===== config.mk =====
export PLATFORM = sky130hd
export DESIGN_NAME = html_entity_to_utf8_decoder_unit
export DESIGN_NICKNAME = d
export VERILOG_FILES = /design/src/rtl/hedc_pkg.sv /design/src/rtl/html_entity_to_utf8_decoder_unit.sv /design/src/rtl/hedc_front.sv /design/src/rtl/hedc_queue.sv /design/src/rtl/hedc_back.sv
export SDC_FILE = /design/constraint.sdc
export NUM_CORES = 1
export LEC_CHECK = 0
export BUFFER_PORTS_ARGS = -buffer_cell sky130_fd_sc_hd__buf_4
export CORE_MARGIN = 1
export CORE_UTILIZATION = 25
export CTS_CLUSTER_DIAMETER = 100
export CTS_CLUSTER_SIZE = 12
export DETAILED_ROUTE_END_ITERATION = 8
export PLACE_DENSITY_LB_ADDON = 0.2
export SETUP_SLACK_MARGIN = 0.5
export SLEW_MARGIN = 20
export SYNTH_ARGS = -nofsm -noshare
export SYNTH_HDL_FRONTEND = slang
export SYNTH_SLANG_ARGS = --single-unit

===== constraint.sdc =====
create_clock -name clk -period 13.6 [get_ports clk]
set_input_delay 0.68 -clock clk [delete_from_list [all_inputs] [get_ports clk]]
set_output_delay 0.68 -clock clk [all_outputs]
set_load 0.05 [all_outputs]

===== src/rtl/hedc_pkg.sv =====
// ----------------------------------------------------------------------------
// hedc_pkg
// Shared types, constants and the named reference table of the decoder.
// ----------------------------------------------------------------------------
package hedc_pkg;

    localparam int unsigned MAX_SOURCE_LEN_DEF = 65535;
    localparam int unsigned MAX_NAME_SCAN_DEF  = 32;
    localparam int unsigned NAME_KEEP          = 6;
    localparam int unsigned ENT_COUNT          = 34;
    localparam int unsigned QUEUE_DEPTH        = 4;
    localparam int unsigned QPTR_W             = $clog2(QUEUE_DEPTH);

    localparam logic [20:0] CP_MAX       = 21'h10FFFF;
    localparam logic [20:0] CP_REPLACE   = 21'h00FFFD;
    localparam logic [20:0] CP_SURR_LO   = 21'h00D800;
    localparam logic [20:0] CP_SURR_HI   = 21'h00DFFF;
    localparam logic [7:0]  LEAD2        = 8'hC0;
    localparam logic [7:0]  LEAD3        = 8'hE0;
    localparam logic [7:0]  LEAD4        = 8'hF0;
    localparam logic [7:0]  CONT         = 8'h80;
    localparam logic [2:0]  CAP_RESET    = 3'd4;
    localparam logic        REG_CAPACITY = 1'b0;

    typedef struct packed {
        logic [7:0] in_byte;
        logic       first_of_call;
        logic       end_of_source;
    } src_beat_t;

    typedef struct packed {
        logic [7:0]  out_byte;
        logic        byte_last;
        logic [15:0] consumed_count;
        logic        decoded;
    } res_beat_t;

    typedef struct packed {
        logic        literal;
        logic [20:0] code_point;
        logic [15:0] consumed;
    } job_t;

    typedef struct packed {
        logic full;
        logic empty;
    } q_stat_t;

    // names stored reversed so that the first character sits in the low byte
    localparam logic [47:0] ENT_NAME [ENT_COUNT] = '{
        48'("pma"), 48'("tl"), 48'("tg"), 48'("touq"), 48'("sopa"),
        48'("psbn"), 48'("ypoc"), 48'("ger"), 48'("edart"),
        48'("pilleh"), 48'("hsadm"), 48'("hsadn"), 48'("ouqsl"),
        48'("ouqsr"), 48'("ouqdl"), 48'("ouqdr"), 48'("ged"),
        48'("nmsulp"), 48'("semit"), 48'("edivid"), 48'("orue"),
        48'("dnuop"), 48'("tnec"), 48'("ney"), 48'("tces"),
        48'("arap"), 48'("toddim"), 48'("llub"), 48'("reggad"),
        48'("ouqal"), 48'("ouqar"), 48'("21carf"), 48'("41carf"),
        48'("43carf")
    };

    localparam logic [20:0] ENT_CP [ENT_COUNT] = '{
        21'h26, 21'h3C, 21'h3E, 21'h22, 21'h27,
        21'hA0, 21'hA9, 21'hAE, 21'h2122,
        21'h2026, 21'h2014, 21'h2013, 21'h2018,
        21'h2019, 21'h201C, 21'h201D, 21'hB0,
        21'hB1, 21'hD7, 21'hF7, 21'h20AC,
        21'hA3, 21'hA2, 21'hA5, 21'hA7,
        21'hB6, 21'hB7, 21'h2022, 21'h2020,
        21'hAB, 21'hBB, 21'hBD, 21'hBC,
        21'hBE
    };

endpackage


===== src/rtl/html_entity_to_utf8_decoder_unit.sv =====
// ----------------------------------------------------------------------------
// html_entity_to_utf8_decoder_unit
// HTML character reference decoder with UTF-8 result beats.
//
// channel   dir  handshake            beat
// src       in   src_valid/src_ready  in_byte, first_of_call, end_of_source
// res       out  res_valid/res_ready  out_byte, byte_last, consumed_count, decoded
// apb       in   psel/penable/pready  out_capacity at address 0
//
// one source beat per cycle; the parser settles a reference in the cycle of its
// last byte and queues one job, the encoder gives one result beat per cycle
// src_ready drops only while the four-entry job queue is full
// res stalls hold the encoder; the parser keeps going until the queue fills
// reset clears parser state, queue and encoder; out_capacity resets to 4
// ----------------------------------------------------------------------------
module html_entity_to_utf8_decoder_unit #(
    parameter int unsigned MAX_SOURCE_LEN = hedc_pkg::MAX_SOURCE_LEN_DEF,
    parameter int unsigned MAX_NAME_SCAN  = hedc_pkg::MAX_NAME_SCAN_DEF
) (
    input  logic                clk,
    input  logic                rst_n,
    input  logic                src_valid,
    output logic                src_ready,
    input  hedc_pkg::src_beat_t src_beat,
    output logic                res_valid,
    input  logic                res_ready,
    output hedc_pkg::res_beat_t res_beat,
    input  logic                psel,
    input  logic                penable,
    input  logic                pwrite,
    input  logic [2:0]          paddr,
    input  logic [31:0]         pwdata,
    output logic [31:0]         prdata,
    output logic                pready
);
    import hedc_pkg::*;

    logic      [2:0] cap_reg, cap_next;
    logic            take;
    logic            push;
    logic            pop;
    job_t            push_job;
    job_t            head_job;
    q_stat_t         stat;

    assign pready    = 1'b1;
    assign src_ready = !stat.full;
    assign take      = src_valid && src_ready;
    assign prdata    = (paddr[2] == REG_CAPACITY) ? {29'b0, cap_reg} : 32'b0;

    always_comb
    begin
        cap_next = cap_reg;
        if (psel && penable && pwrite && pready && paddr[2] == REG_CAPACITY)
        begin
            cap_next = pwdata[2:0];
        end
    end

    always_ff @(posedge clk or negedge rst_n)
    begin
        if (!rst_n)
        begin
            cap_reg <= CAP_RESET;
        end
        else
        begin
            cap_reg <= cap_next;
        end
    end

    hedc_front #(
        .MAX_SOURCE_LEN (MAX_SOURCE_LEN),
        .MAX_NAME_SCAN  (MAX_NAME_SCAN)
    ) u_front (
        .clk   (clk),
        .rst_n (rst_n),
        .take  (take),
        .beat  (src_beat),
        .push  (push),
        .job   (push_job)
    );

    hedc_queue u_queue (
        .clk      (clk),
        .rst_n    (rst_n),
        .push     (push),
        .push_job (push_job),
        .pop      (pop),
        .head_job (head_job),
        .stat     (stat)
    );

    hedc_back u_back (
        .clk       (clk),
        .rst_n     (rst_n),
        .capacity  (cap_reg),
        .stat      (stat),
        .head_job  (head_job),
        .pop       (pop),
        .res_valid (res_valid),
        .res_ready (res_ready),
        .res_beat  (res_beat)
    );

`ifndef NO_ASSERTIONS
    a_no_overflow: assert property (@(posedge clk) disable iff (!rst_n)
        push |-> !stat.full)
        else $error("job pushed into full queue");

    a_no_underflow: assert property (@(posedge clk) disable iff (!rst_n)
        pop |-> !stat.empty)
        else $error("job popped from empty queue");

    a_literal_shape: assert property (@(posedge clk) disable iff (!rst_n)
        res_valid && !res_beat.decoded |->
            res_beat.byte_last && res_beat.consumed_count == 16'd0 &&
            res_beat.out_byte == 8'd0)
        else $error("literal beat malformed");

    a_idle_no_push: assert property (@(posedge clk) disable iff (!rst_n)
        !take |-> !push)
        else $error("job without source beat");
`endif

endmodule


===== src/rtl/hedc_front.sv =====
// ----------------------------------------------------------------------------
// hedc_front
// Parses source bytes and turns each settled reference into one job.
// ----------------------------------------------------------------------------
module hedc_front #(
    parameter int unsigned MAX_SOURCE_LEN = hedc_pkg::MAX_SOURCE_LEN_DEF,
    parameter int unsigned MAX_NAME_SCAN  = hedc_pkg::MAX_NAME_SCAN_DEF
) (
    input  logic                clk,
    input  logic                rst_n,
    input  logic                take,
    input  hedc_pkg::src_beat_t beat,
    output logic                push,
    output hedc_pkg::job_t      job
);
    import hedc_pkg::*;

    typedef enum logic [2:0] {
        PH_IDLE, PH_AMP, PH_NUM, PH_DIG, PH_NAME
    } phase_t;

    localparam logic [15:0] SAT = 16'(MAX_SOURCE_LEN);
    localparam logic [5:0]  SCAN = 6'(MAX_NAME_SCAN);

    phase_t      phase_reg, phase_next;
    logic        hex_reg, hex_next;
    logic [20:0] cp_reg, cp_next;
    logic        seen_reg, seen_next;
    logic [47:0] name_reg, name_next;
    logic [5:0]  len_reg, len_next;
    logic [15:0] pos_reg, pos_next;

    logic [7:0]  c;
    logic        is_hex_now;
    logic [4:0]  dval;
    logic        is_digit;
    logic [24:0] mul;
    logic [24:0] acc;
    logic [15:0] pos_inc;
    logic        name_ch;
    logic        ent_hit;
    logic [20:0] ent_cp;
    logic        emit_go;
    logic        lit_go;
    logic        finish_go;
    logic [20:0] emit_cp;
    logic [15:0] emit_cnt;
    logic [20:0] fix_cp;

    function automatic logic [4:0] digit_val(input logic [7:0] ch, input logic hx);
        logic [4:0] r;
        r = 5'd16;
        if (ch >= "0" && ch <= "9") r = 5'(ch - 8'h30);
        else if (hx && ch >= "a" && ch <= "f") r = 5'(ch - 8'h57);
        else if (hx && ch >= "A" && ch <= "F") r = 5'(ch - 8'h37);
        return r;
    endfunction

    assign c       = beat.in_byte;
    assign pos_inc = (pos_reg >= SAT) ? SAT : pos_reg + 16'd1;
    assign name_ch = (c >= "a" && c <= "z") || (c >= "A" && c <= "Z") || (c >= "0" && c <= "9");

    always_comb
    begin
        ent_hit = 1'b0;
        ent_cp  = '0;
        for (int e = 0; e < ENT_COUNT; e++)
        begin
            if (name_next == ENT_NAME[e])
            begin
                ent_hit = 1'b1;
                ent_cp  = ENT_CP[e];
            end
        end
    end

    always_comb
    begin
        phase_next = phase_reg;
        hex_next   = hex_reg;
        cp_next    = cp_reg;
        seen_next  = seen_reg;
        name_next  = name_reg;
        len_next   = len_reg;
        pos_next   = pos_reg;
        lit_go     = 1'b0;
        emit_go    = 1'b0;
        finish_go  = 1'b0;
        emit_cp    = cp_reg;
        emit_cnt   = pos_reg;
        is_hex_now = hex_reg;
        dval       = '0;
        is_digit   = 1'b0;
        mul        = '0;
        acc        = '0;
        if (take)
        begin
            if (beat.first_of_call)
            begin
                hex_next  = 1'b0;
                cp_next   = '0;
                seen_next = 1'b0;
                name_next = '0;
                len_next  = '0;
                pos_next  = 16'd1;
                if (c != "&" || beat.end_of_source)
                begin
                    lit_go     = 1'b1;
                    phase_next = PH_IDLE;
                end
                else
                begin
                    phase_next = PH_AMP;
                end
            end
            else if (phase_reg != PH_IDLE)
            begin
                pos_next = pos_inc;
                unique case (phase_reg)
                    PH_AMP:
                    begin
                        if (c == "#")
                        begin
                            if (beat.end_of_source)
                            begin
                                lit_go     = 1'b1;
                                phase_next = PH_IDLE;
                            end
                            else
                            begin
                                phase_next = PH_NUM;
                            end
                        end
                        else
                        begin
                            phase_next = PH_NAME;
                        end
                    end
                    PH_NUM:
                    begin
                        phase_next = PH_DIG;
                        if (c == "x" || c == "X")
                        begin
                            hex_next = 1'b1;
                            if (beat.end_of_source)
                            begin
                                lit_go     = 1'b1;
                                phase_next = PH_IDLE;
                            end
                        end
                    end
                    PH_DIG, PH_NAME:
                    begin
                    end
                    default:
                    begin
                        lit_go     = 1'b1;
                        phase_next = PH_IDLE;
                    end
                endcase

                if (phase_reg == PH_DIG || (phase_reg == PH_NUM && c != "x" && c != "X"))
                begin
                    is_hex_now = hex_reg;
                    dval       = digit_val(c, is_hex_now);
                    is_digit   = (dval != 5'd16);
                    mul        = is_hex_now ? {cp_reg, 4'b0}
                                            : ({1'b0, cp_reg, 3'b0} + {3'b0, cp_reg, 1'b0});
                    acc        = mul + 25'(dval[3:0]);
                    if (is_digit)
                    begin
                        cp_next   = (acc > 25'(CP_MAX)) ? CP_REPLACE : acc[20:0];
                        seen_next = 1'b1;
                        if (beat.end_of_source)
                        begin
                            emit_go  = 1'b1;
                            emit_cp  = cp_next;
                            emit_cnt = pos_inc;
                        end
                    end
                    else if (!seen_reg)
                    begin
                        lit_go = 1'b1;
                    end
                    else
                    begin
                        emit_go  = 1'b1;
                        emit_cp  = cp_reg;
                        emit_cnt = (c == ";") ? pos_inc : pos_reg;
                    end
                    if (emit_go || lit_go) phase_next = PH_IDLE;
                end
                else if (phase_reg == PH_NAME || (phase_reg == PH_AMP && c != "#"))
                begin
                    if (name_ch && len_reg < SCAN)
                    begin
                        if (len_reg < 6'(NAME_KEEP))
                        begin
                            name_next[{len_reg[2:0], 3'b000} +: 8] = c;
                        end
                        len_next = len_reg + 6'd1;
                        if (beat.end_of_source)
                        begin
                            finish_go = 1'b1;
                            emit_cnt  = pos_inc;
                        end
                    end
                    else
                    begin
                        finish_go = 1'b1;
                        emit_cnt  = (c == ";") ? pos_inc : pos_reg;
                    end
                    if (finish_go)
                    begin
                        phase_next = PH_IDLE;
                        if (len_next == '0 || len_next > 6'(NAME_KEEP) || !ent_hit)
                        begin
                            lit_go = 1'b1;
                        end
                        else
                        begin
                            emit_go = 1'b1;
                            emit_cp = ent_cp;
                        end
                    end
                end
            end
        end
    end

    assign fix_cp = (emit_cp == '0 || emit_cp > CP_MAX ||
                     (emit_cp >= CP_SURR_LO && emit_cp <= CP_SURR_HI)) ? CP_REPLACE : emit_cp;

    assign push           = lit_go || emit_go;
    assign job.literal    = lit_go;
    assign job.code_point = fix_cp;
    assign job.consumed   = emit_cnt;

    always_ff @(posedge clk or negedge rst_n)
    begin
        if (!rst_n)
        begin
            phase_reg <= PH_IDLE;
            hex_reg   <= 1'b0;
            cp_reg    <= '0;
            seen_reg  <= 1'b0;
            name_reg  <= '0;
            len_reg   <= '0;
            pos_reg   <= '0;
        end
        else
        begin
            phase_reg <= phase_next;
            hex_reg   <= hex_next;
            cp_reg    <= cp_next;
            seen_reg  <= seen_next;
            name_reg  <= name_next;
            len_reg   <= len_next;
            pos_reg   <= pos_next;
        end
    end

endmodule


===== src/rtl/hedc_queue.sv =====
// ----------------------------------------------------------------------------
// hedc_queue
// Short job queue between the parser and the encoder.
// ----------------------------------------------------------------------------
module hedc_queue (
    input  logic                clk,
    input  logic                rst_n,
    input  logic                push,
    input  hedc_pkg::job_t      push_job,
    input  logic                pop,
    output hedc_pkg::job_t      head_job,
    output hedc_pkg::q_stat_t   stat
);
    import hedc_pkg::*;

    job_t              mem [QUEUE_DEPTH];
    logic [QPTR_W-1:0] wr_reg, wr_next;
    logic [QPTR_W-1:0] rd_reg, rd_next;
    logic [QPTR_W:0]   cnt_reg, cnt_next;
    logic              do_push;
    logic              do_pop;

    assign stat.full  = (cnt_reg == (QPTR_W+1)'(QUEUE_DEPTH));
    assign stat.empty = (cnt_reg == '0);
    assign do_push    = push && !stat.full;
    assign do_pop     = pop && !stat.empty;
    assign head_job   = mem[rd_reg];

    always_comb
    begin
        wr_next  = do_push ? wr_reg + 1'b1 : wr_reg;
        rd_next  = do_pop ? rd_reg + 1'b1 : rd_reg;
        cnt_next = cnt_reg + (QPTR_W+1)'(do_push) - (QPTR_W+1)'(do_pop);
    end

    always_ff @(posedge clk)
    begin
        if (do_push)
        begin
            mem[wr_reg] <= push_job;
        end
    end

    always_ff @(posedge clk or negedge rst_n)
    begin
        if (!rst_n)
        begin
            wr_reg  <= '0;
            rd_reg  <= '0;
            cnt_reg <= '0;
        end
        else
        begin
            wr_reg  <= wr_next;
            rd_reg  <= rd_next;
            cnt_reg <= cnt_next;
        end
    end

endmodule


===== src/rtl/hedc_back.sv =====
// ----------------------------------------------------------------------------
// hedc_back
// Encodes one job at a time into UTF-8 result beats.
// ----------------------------------------------------------------------------
module hedc_back (
    input  logic                clk,
    input  logic                rst_n,
    input  logic [2:0]          capacity,
    input  hedc_pkg::q_stat_t   stat,
    input  hedc_pkg::job_t      head_job,
    output logic                pop,
    output logic                res_valid,
    input  logic                res_ready,
    output hedc_pkg::res_beat_t res_beat
);
    import hedc_pkg::*;

    job_t        job_reg, job_next;
    logic        busy_reg, busy_next;
    logic [1:0]  k_reg, k_next;
    logic [2:0]  n;
    logic        lit;
    logic [20:0] cp;
    logic [7:0]  b [4];
    logic        last;
    logic        load;

    assign cp = job_reg.code_point;

    always_comb
    begin
        b[0] = cp[7:0];
        b[1] = '0;
        b[2] = '0;
        b[3] = '0;
        if (cp < 21'h80)
        begin
            n    = 3'd1;
        end
        else if (cp < 21'h800)
        begin
            n    = 3'd2;
            b[0] = LEAD2 | 8'(cp[10:6]);
            b[1] = CONT | 8'(cp[5:0]);
        end
        else if (cp < 21'h10000)
        begin
            n    = 3'd3;
            b[0] = LEAD3 | 8'(cp[15:12]);
            b[1] = CONT | 8'(cp[11:6]);
            b[2] = CONT | 8'(cp[5:0]);
        end
        else
        begin
            n    = 3'd4;
            b[0] = LEAD4 | 8'(cp[20:18]);
            b[1] = CONT | 8'(cp[17:12]);
            b[2] = CONT | 8'(cp[11:6]);
            b[3] = CONT | 8'(cp[5:0]);
        end
    end

    assign lit  = job_reg.literal || (n > capacity);
    assign last = lit || ({1'b0, k_reg} + 3'd1 == n);

    assign res_valid               = busy_reg;
    assign res_beat.out_byte       = lit ? 8'h00 : b[k_reg];
    assign res_beat.byte_last      = last;
    assign res_beat.consumed_count = lit ? 16'h0000 : job_reg.consumed;
    assign res_beat.decoded        = !lit;

    assign load = !busy_reg || (res_ready && last);
    assign pop  = load && !stat.empty;

    always_comb
    begin
        job_next  = job_reg;
        busy_next = busy_reg;
        k_next    = k_reg;
        if (load)
        begin
            busy_next = !stat.empty;
            job_next  = head_job;
            k_next    = '0;
        end
        else if (res_ready)
        begin
            k_next = k_reg + 2'd1;
        end
    end

    always_ff @(posedge clk)
    begin
        job_reg <= job_next;
    end

    always_ff @(posedge clk or negedge rst_n)
    begin
        if (!rst_n)
        begin
            busy_reg <= 1'b0;
            k_reg    <= '0;
        end
        else
        begin
            busy_reg <= busy_next;
            k_reg    <= k_next;
        end
    end

endmodule

# After elaboration in Yosys (flattened, before gate mapping)
# Memories as Yosys holds them, arrays and structs flattened. A register that Yosys moved wholly into a read port is not among the register bits.
# Cells that the tools add are included.
[classes] order_cmp=21 n_bitwise=2 n_reduce_logical=56 n_eq_ne=50 div=0 n_mul=0 mux=197 addsub=14 shifts=2
[op_table] operator="$eq A48 B39 Y1 const B" n=11
[op_table] operator="$eq A48 B31 Y1 const B" n=9
[op_table] operator="$mux W14" n=26
[op_table] operator="$mux W21" n=16
[op_table] operator="$mux W48" n=7
[op_table] operator="$mux W16" n=16
[op_table] operator="$eq A48 B47 Y1 const B" n=5
[op_table] operator="$eq A48 B23 Y1 const B" n=4
[op_table] operator="$eq A48 B46 Y1 const B" n=3
[op_table] operator="$eq A48 B15 Y1 const B" n=2
[op_table] operator="$mux W6" n=15
[op_table] operator="$mux W1" n=81
[op_table] operator="$mux W8" n=7
[op_table] operator="$bwmux W48" n=1
[op_table] operator="$shift A8 B8 Y48 const A" n=1
[op_table] operator="$shiftx A8 B8 Y48" n=1
[op_table] operator="$mux W3" n=12
[op_table] operator="$mux W5" n=7
[op_table] operator="$le A8 B7 Y1 const B" n=4
[op_table] operator="$mux W32" n=1
[op_table] operator="$add A24 B22 Y25" n=1
[op_table] operator="$add A25 B4 Y25" n=1
[op_table] operator="$gt A25 B21 Y1 const B" n=1
[op_table] operator="$mux W25" n=1
[op_table] operator="50 further kinds" n=109
[totals] n_memories=1 mem_bits_rw=152 inputBits=52 output_inout_bits=61 latch_bits=0 word_cells=356 romBits=0 regBits=109
[memory_table] memory="u_queue.mem" depth=4 word_bits=38 read_ports=1 rd_clocked_by_memory_dff=1 wr=1 line="hedc_queue.sv:16" text="job_t mem [QUEUE_DEPTH];"

# Depth between registers and ports, before layout
# Gate-level depths: netlist of run 1.
[logic_depth] word_depth=59 mapped_depth=29 ltp_nobuf=26

# By module
# A second synthesis of run 1 with hierarchy kept.
[unflattened] cells_unflattened=2207 area_unflattened_um2=21023.9
[modules_own_cells] mod="hedc_front" area_each_um2=12433.2 n_inst=1 cells_each=1724 seq_area_each_um2=2402.3
[modules_own_cells] mod="hedc_queue" area_each_um2=6003.3 n_inst=1 cells_each=240 seq_area_each_um2=4739.5
[modules_own_cells] mod="hedc_back" area_each_um2=2173.3 n_inst=1 cells_each=199 seq_area_each_um2=1216.2
[modules_own_cells] mod="html_entity_to_utf8_decoder_unit" area_each_um2=414.1 n_inst=1 cells_each=44 seq_area_each_um2=76.3

# Least setup slack after synthesis of run 1
# No wires, ideal clock.
[synth_path] path_type="input-to-reg" from="in src_beat[3] in the netlist's numbering" to="mem u_queue.mem[0][0] in the netlist's numbering (enable)" setup_slack_ns=6.529 n_path_buf=3 setup_ns=0.438 required_ns=13.162 cell_stages=19 arrival_time_ns=6.633 cell_sequence="clkbuf_1 -> inv_1 -> ha_1 -> or4b_1 -> a21oi_2 -> nor4_4 -> and3_1 -> clkbuf_1 -> a22o_1 -> or4_1 -> or4_4 -> o31ai_4 -> nor4_2 -> a41oi_4 -> buf_6 -> nor2_1 -> a21oi_1 -> nor2_1 -> nor2b_1"
[synth_between] elab_chain_cells=59 word_cells_on_any_way=170 classes_between="add/sub (3); order compare (9); eq/ne (42); shift (1); mux (92); reduce/logical (23)"
[synth_rtl] item="start, declared" line="html_entity_to_utf8_decoder_unit.sv:24" text="input hedc_pkg::src_beat_t src_beat,"
[synth_rtl] item="$ge A8 B7 Y1 / $le A8 B7 Y1 (equally long branches)" line="hedc_front.sv:61" text="assign name_ch = (c >= \"a\" && c <= \"z\") || (c >= \"A\" && c <= \"Z\") || (c >= \"0\" && c <= \"9\");"
[synth_rtl] item="$logic_and A1 B1 Y1" line="hedc_front.sv:61"
[synth_rtl] item="$logic_or A1 B1 Y1 (2 in series)" line="hedc_front.sv:61"
[synth_rtl] item="$logic_and A1 B1 Y1" line="hedc_front.sv:195" text="if (name_ch && len_reg < SCAN)"
[synth_rtl] item="$mux W48" line="hedc_front.sv:195"
[synth_rtl] item="$mux W48" line="hedc_front.sv:193" text="else if (phase_reg == PH_NAME || (phase_reg == PH_AMP && c != \"#\"))"
[synth_rtl] item="$mux W48 *" line="hedc_front.sv:162" text="if (phase_reg == PH_DIG || (phase_reg == PH_NUM && c != \"x\" && c != \"X\"))"
[synth_rtl] item="$mux W48 *" line="hedc_front.sv:116" text="else if (phase_reg != PH_IDLE)"
[synth_rtl] item="[... 2 more ...]"
[synth_rtl] item="net u_front.name_next[25]" line="hedc_front.sv:29" text="logic [47:0] name_reg, name_next;"
[synth_rtl] item="[... 40 more ...]"
[synth_rtl] item="$mux W1" line="hedc_front.sv:162"
[synth_rtl] item="$mux W1" line="hedc_front.sv:116"
[synth_rtl] item="$mux W1" line="hedc_front.sv:98" text="if (beat.first_of_call)"
[synth_rtl] item="$mux W1" line="hedc_front.sv:96" text="if (take)"
[synth_rtl] item="$logic_or A1 B1 Y1 *" line="hedc_front.sv:234" text="assign push = lit_go || emit_go;"
[synth_rtl] item="$logic_and A1 B1 Y1 *" line="hedc_queue.sv:25" text="assign do_push = push && !stat.full;"
[synth_rtl] item="$mux W1 *" line="hedc_queue.sv:38" text="if (do_push)"
[synth_rtl] item="$mux W1 (implied by the code) *" line="hedc_queue.sv:40" text="mem[wr_reg] <= push_job;"
[synth_rtl] item="end, declared" line="hedc_queue.sv:16"
# Mark *: on every way through the listed nets, which the timed path passes. The rest lies on a longest branch. The select of a mux whose other input is x is not followed.

==> results.py, run 1 <==
metrics = {
    "power_and_ir_drop": {
        "power_density_mw_per_mm2": 140,
        "p_comb_share_pct": 33.7,
        "p_sw_share_pct": 37.7,
        "leakage_nw": 8.00,
        "internal_power_mw": 1.95,
        "p_sw_mw": 1.18,
        "peakVddDrop_v": 0.0000888,
        "p_clk_share_pct": 26.6,
        "sequentialPowerShare_pct": 39.7,
        "power_mw": 3.13,
    },
    "critical_path": {
        "reg2reg_depth": 22,
        "reg2reg_from": "u_front.len_reg[0]",
        "endpoint_kind": "flop",
        "crit_required_ns": 14.07,
        "crit_path_max_fanout": 16,
        "start_kind": "flop",
        "reg2reg_slack_ns": 5.60,
        "critical_path_class": "reg -> reg",
        "r2r_end": "u_queue.cnt_reg[2]",
        "arrival_ns": 8.48,
    },
    "synthesis": {
        "ys_seq_elements": 299,
        "seq_area_frac_synth_pct": 42.0,
        "syn_inst": 2088,
        "ys_async_sr_fraction_pct": 36.5,
        "synth_cell_types": 112,
        "yosysTopAreaCellShare_pct": 28.4,
        "yosysWarnings": 0,
        "avgSynthCellArea_sq_um": 9.62,
        "synth_edf_count": 190,
        "ys_top_cells_by_area": "edfxtp_1, dfrtp_1, mux4_2",
        "ys.flop_type": "edfxtp_1",
        "syn_area_sq_mm": 0.0201,
        "yosysTopAreaCell": "edfxtp_1",
    },
    "cells_and_area": {
        "final_cell_area_sq_mm": 0.0224,
        "largest_reg_flops": 152,
        "fin_cells": 3150,
        "utilization_pct": 28.2,
        "nets": 2176,
        "drive_gt1_share_pct": 11.2,
        "area_growth_pct": 11.3,
        "antenna_cells": 0,
    },
    "routing": {
        "first_pass_iters": 6,
        "via_per_inst": 5.45,
        "drc": 0,
        "finalWirelength_um": 67900,
        "first_iter_violations": 1417,
        "vias": 17182,
        "antenna_left": 0,
        "wl_per_cell_um": 21.6,
    },
    "cts": {
        "post_cts_buffers": 0,
        "clock_latency_ns": 0.62,
        "clk_pin_slew_ns": 0.07,
        "cts_buffers": 30,
        "clockRootBuffer": "clkbuf_16",
        "cts.sinks": 299,
        "tritoncts": "done",
        "ctsLongestPathBuffers": 3,
        "h-tree-depth": 1,
    },
    "placement": {
        "dp_hpwl_um": 48900,
        "dpl-instance-area_sq_mm": 0.0214,
        "pre_cts_ws_ns": 5.41,
        "gp_congestion": 0.922,
        "placedCellCount": 3094,
        "port-buffer-count": 51,
    },
    "timing": {
        "period_needed_ns": 8.00,
        "slew_viol_final": 0,
        "rsz0062_at_grt": "no",
        "holdWs_ns": 0.350,
        "hold_viol": 0,
        "maxSlewHeadroom_pct": 23.4,
        "fin_ws_ns": 5.60,
        "fin_crit_sh_pct": 58.9,
        "worst_pin_slew_ns": 1.12,
        "tns_ns": 0,
        "finalClockSkew_ns": 0.0721,
        "setup_violations": 0,
        "max_freq_mhz": 125,
    },
    "die": {
        "core_sq_mm": 0.0793,
        "initial_core_util_pct": 25.3,
        "rows": 103,
        "io_pins": 113,
        "die_w_um": 285,
        "die_area_sq_mm": 0.0815,
        "die_h_um": 285,
    },
    "job": {
        "maxCapViolCount": 0,
    },
    "global_route": {
        "antenna_found_initial": 1,
        "grt_pass1_wl_um": 104000,
        "grt_max_degree": 57,
        "grt_pass1_vias": 16715,
        "grt_use_total_pct": 16.2,
        "grt_overflow": 0,
    },
    "worst_hold_path": {
        "hp-start": "pwdata[2]",
        "hold_path.class": "in -> reg",
        "holdPathStages": 2,
        "hold_end": "cap_reg[2]",
    },
    "status": {
        "status": "complete, no violations",
    },
}
## cells in the mapped netlist, types with 14 or more instances
master / count
a22oi_1: 15
ha_1: 44
nor3_1: 76
a21oi_1: 103
edfxtp_1: 190
a211oi_1: 16
a31oi_1: 28
dfrtp_1: 108
o21ai_0: 128
o22ai_1: 20
o211ai_1: 21
o21a_1: 14
nor2b_1: 24
and2_1: 44
xor2_1: 20
and3_1: 36
clkbuf_1: 91
xnor2_1: 23
nor2_1: 187
inv_1: 66
nand2_1: 177
nand4_1: 48
o31ai_1: 16
nand3_1: 73
nand2b_1: 18
buf_4: 36
mux4_2: 38
mux2i_1: 24
or4_1: 15
a22o_1: 31
nor4_1: 40
## power groups by stage
stage | Clock (mW) | Sequential [mW] | Combinational (mW)
2_1_floorplan | 0 | 1.22 | 0.758
3_3_place_gp | 0 | 1.26 | 1.06
3_5_place_dp | 0 | 1.26 | 1.06
4_1_cts | 0.859 | 1.24 | 1.06
5_1_grt | 0.891 | 1.26 | 1.14
6_report | 0.833 | 1.24 | 1.05
## worst max path at each step
stage | start | to | slack, ns | cells past startpoint
final | u_front.len_reg[0] | u_queue.cnt_reg[2] | 5.60 | 22
after detailed placement | src_beat[2] | u_queue.mem[0][16] | 5.41 | 27
after CTS | u_front.len_reg[0] | u_queue.mem[1][16] | 5.62 | 17
after floorplan | src_beat[3] | u_queue.mem[0][0] | 6.53 | 19
after global placement | src_beat[2] | u_queue.mem[0][16] | 5.43 | 27
after global routing | u_front.len_reg[0] | u_queue.mem[1][16] | 5.11 | 17
## cell families after synthesis
logic type      after synthesis  share of synthesized area, %
xor+xnor                     43                          1.87
flops                       299                          42.0
buf+inv                     223                          5.06
compound gates              550                          19.3
mux                          68                          5.79
fa+ha+maj                    47                          3.04
other cells                   2                        0.0374
simple gates                856                          22.9
## layer usage
layer  track usage [%]  wire length (um)
met5                 0                13
met4              4.53              1750
met3              1.95              3690
met2              26.6             31400
met1              22.5             31100
## worst max-delay path, cell delays in order (launching register included)
cell and delay (ns):
dfrtp_1 0.66, inv_1 0.22, ha_1 0.29, ha_1 0.28
nand3b_1 0.34, nor3_1 0.61, nand2_1 0.17, nor3_2 0.30
a221oi_1 0.20, or3_1 0.60, or3_1 0.48, or4_1 0.49
nor3_1 0.48, nor3_2 0.15, a41oi_1 0.36, o21ai_0 0.13
nand3_1 0.16, inv_1 0.14, nor2_1 0.74, inv_1 0.21
ha_1 0.28, fa_1 0.38, xnor2_1 0.19
## timing repair
item | 4_1_cts | 5_1_grt
gates resized for setup | 0 | 0
hold buffers | 1 | 0
endpoints found under the hold margin | 15 | 0
## layout by cell type, fill, tap and decap left out, types with 36 or more instances in the layout
cell type,netlist,layout
a21oi_1,103,102
and2_1,44,44
and3_1,36,36
buf_4,36,81
dfrtp_1,108,107
edfxtp_1,190,190
ha_1,44,44
inv_1,66,66
mux4_2,38,38
nand2_1,177,176
nand3_1,73,73
nand4_1,48,48
nor2_1,187,187
nor3_1,76,76
nor4_1,40,40
o21ai_0,128,128
## layout make-up
cell class | instances | area, sq um
flip-flops and latches | 299 | 8440
well taps | 1050 | 1310
clock buffers | 50 | 836
multi-input cells | 1594 | 10800
clock inverters | 5 | 108
inverters | 70 | 263
repair buffers | 82 | 618
fillers | 8342 | 56900
Power figures use the tool's default switching activity.
==> inputs of run 2 (changes only) <==
clock period = 7.6 ns   (was 13.6 ns; I/O delays follow)
==> run 2 against run 1 <==
Effect of this change: count of clock-buffer cells in the layout increased by 1; sequential power increased by 80%; via count increased by 1.4%; routed wire length increased by 1.0%; global-route usage increased by 0.17 points; die area unchanged; power increased by 79%; critical path type unchanged; critical endpoint is now u_queue.mem[1][25]; largest power group unchanged.
==> results.py, run 2 (synthesis gave the netlist of run 1 again) <==
metrics = {
    "cts": {
        "clock_latency_ns": 0.60,
        "clockRootBuffer": "clkbuf_16",
        "clk_pin_slew_ns": 0.06,
        "cts.sinks": 299,
        "tritoncts": "done",
        "ctsLongestPathBuffers": 3,
        "cts_buffers": 30,
        "h-tree-depth": 1,
    },
    "cells_and_area": {
        "seq_area_sq_mm": 0.00844,
        "final_common_cell": "edfxtp_1",
        "most-common-layout-cells": "edfxtp_1, nor2_1, nand2_1, o21ai_0, buf_4",
        "multi_input_area_sq_mm": 0.0108,
        "largest_reg_flops": 152,
        "nets": 2227,
        "area_growth_pct": 13.6,
        "final_cell_area_sq_mm": 0.0228,
        "drive_gt1_share_pct": 13.6,
        "antenna_cells": 0,
        "fill_cells": 8338,
        "fin_cells": 3201,
    },
    "critical_path": {
        "reg2reg_from": "u_front.len_reg[0]",
        "endpoint_kind": "flop",
        "start_kind": "flop",
        "crit_required_ns": 7.85,
        "reg2reg_depth": 22,
        "arrival_ns": 6.88,
        "reg2reg_slack_ns": 0.97,
        "critical_path_class": "reg -> reg",
        "crit_path_max_fanout": 16,
        "r2r_end": "u_queue.mem[1][25]",
    },
    "routing": {
        "wl_per_cell_um": 21.4,
        "first_iter_violations": 1448,
        "via_per_inst": 5.44,
        "finalWirelength_um": 68600,
        "first_pass_iters": 6,
        "vias": 17424,
        "drc": 0,
        "antenna_left": 0,
    },
    "placement": {
        "placedCellCount": 3142,
        "port-buffer-count": 51,
        "pre_cts_ws_ns": 0.424,
        "dp_hpwl_um": 50600,
        "gp_congestion": 0.913,
        "dpl-instance-area_sq_mm": 0.0219,
    },
    "power_and_ir_drop": {
        "power_density_mw_per_mm2": 246,
        "internal_power_mw": 3.49,
        "p_sw_mw": 2.12,
        "peakVddDrop_v": 0.000182,
        "p_sw_share_pct": 37.8,
        "sequentialPowerShare_pct": 39.7,
        "p_comb_share_pct": 35.1,
        "p_clk_share_pct": 25.2,
        "leakage_nw": 8.25,
    },
    "die": {
        "die_h_um": 285,
        "io_pins": 113,
        "die_area_sq_mm": 0.0815,
        "rows": 103,
        "die_w_um": 285,
        "core_sq_mm": 0.0793,
        "initial_core_util_pct": 25.3,
    },
    "worst_hold_path": {
        "hold_end": "cap_reg[1]",
        "holdPathStages": 2,
        "hp-start": "pwdata[1]",
        "hold_path.class": "in -> reg",
    },
    "timing": {
        "fin_ws_ns": 0.970,
        "worst_pin_slew_ns": 1.14,
        "period_needed_ns": 6.63,
        "maxSlewHeadroom_pct": 23.9,
        "fin_crit_sh_pct": 87.2,
        "setup_violations": 0,
        "finalClockSkew_ns": 0.0440,
        "max_freq_mhz": 151,
        "tns_ns": 0,
        "rsz0062_at_grt": "no",
        "slew_viol_final": 0,
        "hold_viol": 0,
    },
    "global_route": {
        "grt_pass1_wl_um": 105000,
        "grt_use_total_pct": 16.4,
        "grt_max_degree": 52,
        "grt_overflow": 0,
        "grt_pass1_vias": 16771,
        "antenna_found_initial": 1,
    },
    "job": {
        "maxCapViolCount": 0,
    },
    "status": {
        "status": "complete, no violations",
    },
}
==> run 2: changes by cell type in the layout (fill, tap and decap cells not counted), moves of 2 or more <==
cell       change
nor3_1         -2
nor3_2         +2
bufinv_16      -2
buf_4         +42
buf_12         +9
==> run 2: cell type report <==
type,instances,share of cell area (%)
Tap cell,1050,5.76
Timing Repair Buffer,133,4.88
Clock buffer,51,3.77
Clock inverter,4,0.132
Sequential cell,299,37.0
Multi-Input combinational cell,1594,47.3
Inverter,70,1.15
==> run 2: power by group through the flow <==
| stage | Sequential [mW] | Combinational, mW | Clock (mW) |
|---|---|---|---|
| after global routing | 2.26 | 2.13 | 1.51 |
| after global placement | 2.25 | 1.96 | 0 |
| after floorplan | 2.18 | 1.36 | 0 |
| final | 2.23 | 1.97 | 1.41 |
| after detailed placement | 2.26 | 1.98 | 0 |
| after CTS | 2.23 | 1.99 | 1.46 |
==> run 2: through the flow <==
step	power (mW)	hold slack (ns)	utilization, %
2_1_floorplan	3.53	0.0844	-
3_3_place_gp	4.22	0.254	27.6
3_5_place_dp	4.24	0.262	27.6
4_1_cts	5.67	0.0222	28.7
5_1_grt	5.90	0.0355	28.8
6_report	5.61	0.0574	28.8
==> run 2: worst max-delay path by stage <==
stage	cells past startpoint	slack (ns)	start	endpoint
6_report	22	0.97	u_front.len_reg[0]	u_queue.mem[1][25]
5_1_grt	22	0.59	u_front.len_reg[0]	u_queue.cnt_reg[2]
4_1_cts	23	0.63	u_front.len_reg[0]	u_queue.cnt_reg[2]
3_5_place_dp	29	0.42	src_beat[3]	u_queue.mem[2][32]
3_3_place_gp	30	0.53	src_beat[3]	u_queue.mem[0][16]
2_1_floorplan	22	0.75	u_front.len_reg[0]	u_queue.mem[0][0]
==> run 2: critical path, cell delays in order, from the launching register on <==
cell	delay (ns)
dfrtp_2	0.59
inv_1	0.17
ha_1	0.26
ha_1	0.45
buf_4	0.25
and4_1	0.31
nand2_1	0.12
o21ai_0	0.61
a221oi_1	0.18
buf_4	0.19
o211ai_1	0.19
nor2_1	0.08
nand4_1	0.15
nand2_1	0.09
nor4_1	0.75
a41oi_4	0.25
buf_12	0.23
o31ai_1	0.54
nor2_1	0.14
a21oi_1	0.20
o21bai_2	0.16
buf_12	0.18
nand4_1	0.18
==> run 2: metal layers <==
| metal | share of wire (%) | global-route usage (%) | up-vias |
|---|---|---|---|
| met4 | 3.0 | 5.29 | 0 |
| met5 | 0 | 0 | - |
| met2 | 45 | 25.8 | 610 |
| met1 | 47 | 23.3 | 8660 |
| li1 | - | - | 8041 |
| met3 | 5.5 | 1.99 | 113 |
==> run 2: repair_timing <==
| action | 4_1_cts | 5_1_grt |
|---|---|---|
| hold endpoints to repair | 14 | 0 |
| endpoints found under the setup margin | 0 | 227 |
| buffers inserted | 0 | 3 |
| hold buffers | 1 | 0 |
| resized for setup | 0 | 5 |
==> inputs of run 3 (changes only) <==
PLACE_DENSITY_LB_ADDON = not set   (was 0.2)
SKIP_LAST_GASP = 1   (was not set)
==> run 3 against run 2 <==
Effect of this change: worst hold slack lost 0.0055 ns; non-clock buffer count grew 6; clock skew shrank 0.0021 ns; routed wire length shrank 10%; final area shrank 0.24%; die area is the same; sequential power is essentially flat; highest routed layer unchanged.
==> results.py, run 3 (synthesis gave the netlist of run 1 again) <==
metrics = {
    "die": {
        "rows": 103,
        "die_area_sq_mm": 0.0815,
        "die_w_um": 285,
        "initial_core_util_pct": 25.3,
        "die_h_um": 285,
        "core_sq_mm": 0.0793,
        "io_pins": 113,
    },
    "timing": {
        "holdWs_ns": 0.0519,
        "rsz0062_at_grt": "no",
        "finalClockSkew_ns": 0.0419,
        "fin_ws_ns": 0.812,
        "maxSlewHeadroom_pct": 32.2,
        "setup_violations": 0,
        "fin_crit_sh_pct": 89.3,
        "period_needed_ns": 6.79,
        "max_freq_mhz": 147,
        "tns_ns": 0,
        "slew_viol_final": 0,
        "worst_pin_slew_ns": 1.02,
        "hold_viol": 0,
    },
    "power_and_ir_drop": {
        "leakage_nw": 8.24,
        "p_comb_share_pct": 34.6,
        "p_sw_share_pct": 37.3,
        "p_sw_mw": 2.04,
        "peakVddDrop_v": 0.000159,
        "power_density_mw_per_mm2": 240,
        "p_clk_share_pct": 24.0,
        "sequentialPowerShare_pct": 41.5,
        "internal_power_mw": 3.42,
    },
    "cells_and_area": {
        "antenna_cells": 0,
        "fill_cells": 8315,
        "utilization_pct": 28.7,
        "final_common_cell": "edfxtp_1",
        "most-common-layout-cells": "edfxtp_1, nor2_1, nand2_1, buf_4, o21ai_0",
        "area_growth_pct": 13.3,
        "largest_reg_flops": 152,
        "nets": 2232,
        "drive_gt1_share_pct": 13.6,
    },
    "cts": {
        "tritoncts": "done",
        "clk_pin_slew_ns": 0.07,
        "cts.sinks": 299,
        "cts_buffers": 28,
        "clock_latency_ns": 0.59,
        "h-tree-depth": 1,
        "ctsLongestPathBuffers": 3,
        "post_cts_buffers": 0,
        "clockRootBuffer": "clkbuf_16",
    },
    "critical_path": {
        "cp_cell_sequence": "inv_1 -> ha_1 -> nand3b_1 -> nor3_1 -> nand2_1 -> nor3_2 -> a221oi_1 -> or3_1 -> or3_1 -> or4_1 -> nor3_1 -> nor3_2 -> a41oi_4 -> buf_4 -> and4b_1 -> o22a_1 -> o21bai_2 -> buf_12 -> nand3b_1",
        "crit_required_ns": 7.86,
        "arrival_ns": 7.05,
        "critical_path_class": "reg -> reg",
        "reg2reg_slack_ns": 0.81,
        "crit_path_max_fanout": 15,
        "endpoint_kind": "flop",
        "critical-path-max-stage-delay_ns": 0.63,
        "cpMaxStageDelayCell": "or3_1",
        "start_kind": "flop",
    },
    "routing": {
        "wl_per_cell_um": 19.2,
        "antenna_left": 0,
        "vias": 17319,
        "first_iter_violations": 1608,
        "via_per_inst": 5.41,
        "drc": 0,
        "finalWirelength_um": 61500,
        "first_pass_iters": 6,
    },
    "global_route": {
        "grt_use_total_pct": 14.7,
        "antenna_found_initial": 1,
        "grt_pass1_vias": 16458,
        "grt.met2_usage_pct": 22.9,
        "grt_max_degree": 64,
        "grt_pass1_wl_um": 96800,
        "grt-busiest-layer": "met2",
        "use_met3_pct": 2.02,
        "gr-usage-met1_pct": 20.7,
        "grt_overflow": 0,
    },
    "worst_hold_path": {
        "hold_path.class": "in -> reg",
    },
    "job": {
        "maxCapViolCount": 0,
    },
    "placement": {
        "dp_hpwl_um": 45000,
        "pre_cts_ws_ns": 0.522,
        "gp_congestion": 0.952,
        "port-buffer-count": 51,
    },
    "status": {
        "status": "complete, no violations",
    },
}
run 3: power by group through the flow:
stage	Sequential, mW	Combinational, mW	Clock (mW)
detailed placement	2.30	1.86	0
global route	2.29	2.03	1.41
floorplan	2.18	1.36	0
finish	2.26	1.89	1.31
CTS	2.27	1.87	1.34
global placement	2.30	1.86	0
run 3: per-stage QoR:
stage / instance area [sq um] / std cells / power [mW]
after detailed placement: 21900 / 3150 / 4.16
after floorplan: 20200 / 2116 / 3.53
final: 22800 / 3202 / 5.46
after CTS: 22700 / 3200 / 5.48
after global placement: 21900 / 3150 / 4.16
after global routing: 22800 / 3202 / 5.74
run 3: path summary, 6_finish.rpt:
| kind | start | endpoint | cells after the start |
|---|---|---|---|
| max in group asynchronous | rst_n | u_front.name_reg[34] | 3 |
| min in group asynchronous | rst_n | u_front.cp_reg[0] | 2 |
| max | u_front.len_reg[2] | u_queue.mem[1][18] | 19 |
| min | pwdata[0] | cap_reg[0] | 2 |
| max reg2reg | u_front.len_reg[2] | u_queue.mem[1][18] | 19 |
| min reg2reg | u_front.name_reg[7] | u_front.name_reg[7] | 1 |
run 3: critical path, delay by kind of cell (launching register included):
kind	cells	cell delay [ns]
compound gates	4	1.19
buf+inv	3	0.59
flops	1	0.62
fa+ha+maj	1	0.34
simple gates	11	3.70
run 3: routing by layer:
metal / share of wire [%] / routed length [um]
met4: 3.7 / 2290
met2: 45 / 27400
met5: 0 / 0
met3: 6.8 / 4180
met1: 45 / 27600
run 3: final cells by class:
type | instances | area (sq um) | share of cell area (%)
Clock inverter | 1 | 30.0 | 0.132
Clock buffer | 48 | 776 | 3.41
Multi-Input combinational cell | 1595 | 10800 | 47.5
Timing Repair Buffer | 139 | 1130 | 4.96
Sequential cell | 299 | 8440 | 37.1
Inverter | 70 | 263 | 1.15
Tap cell | 1050 | 1310 | 5.77
run 3: repair_timing:
item | in CTS | in global routing
endpoints found under the setup margin | 0 | 51
endpoints found under the hold margin | 45 | 0
gates resized for setup | 0 | 5
hold buffers | 1 | 0
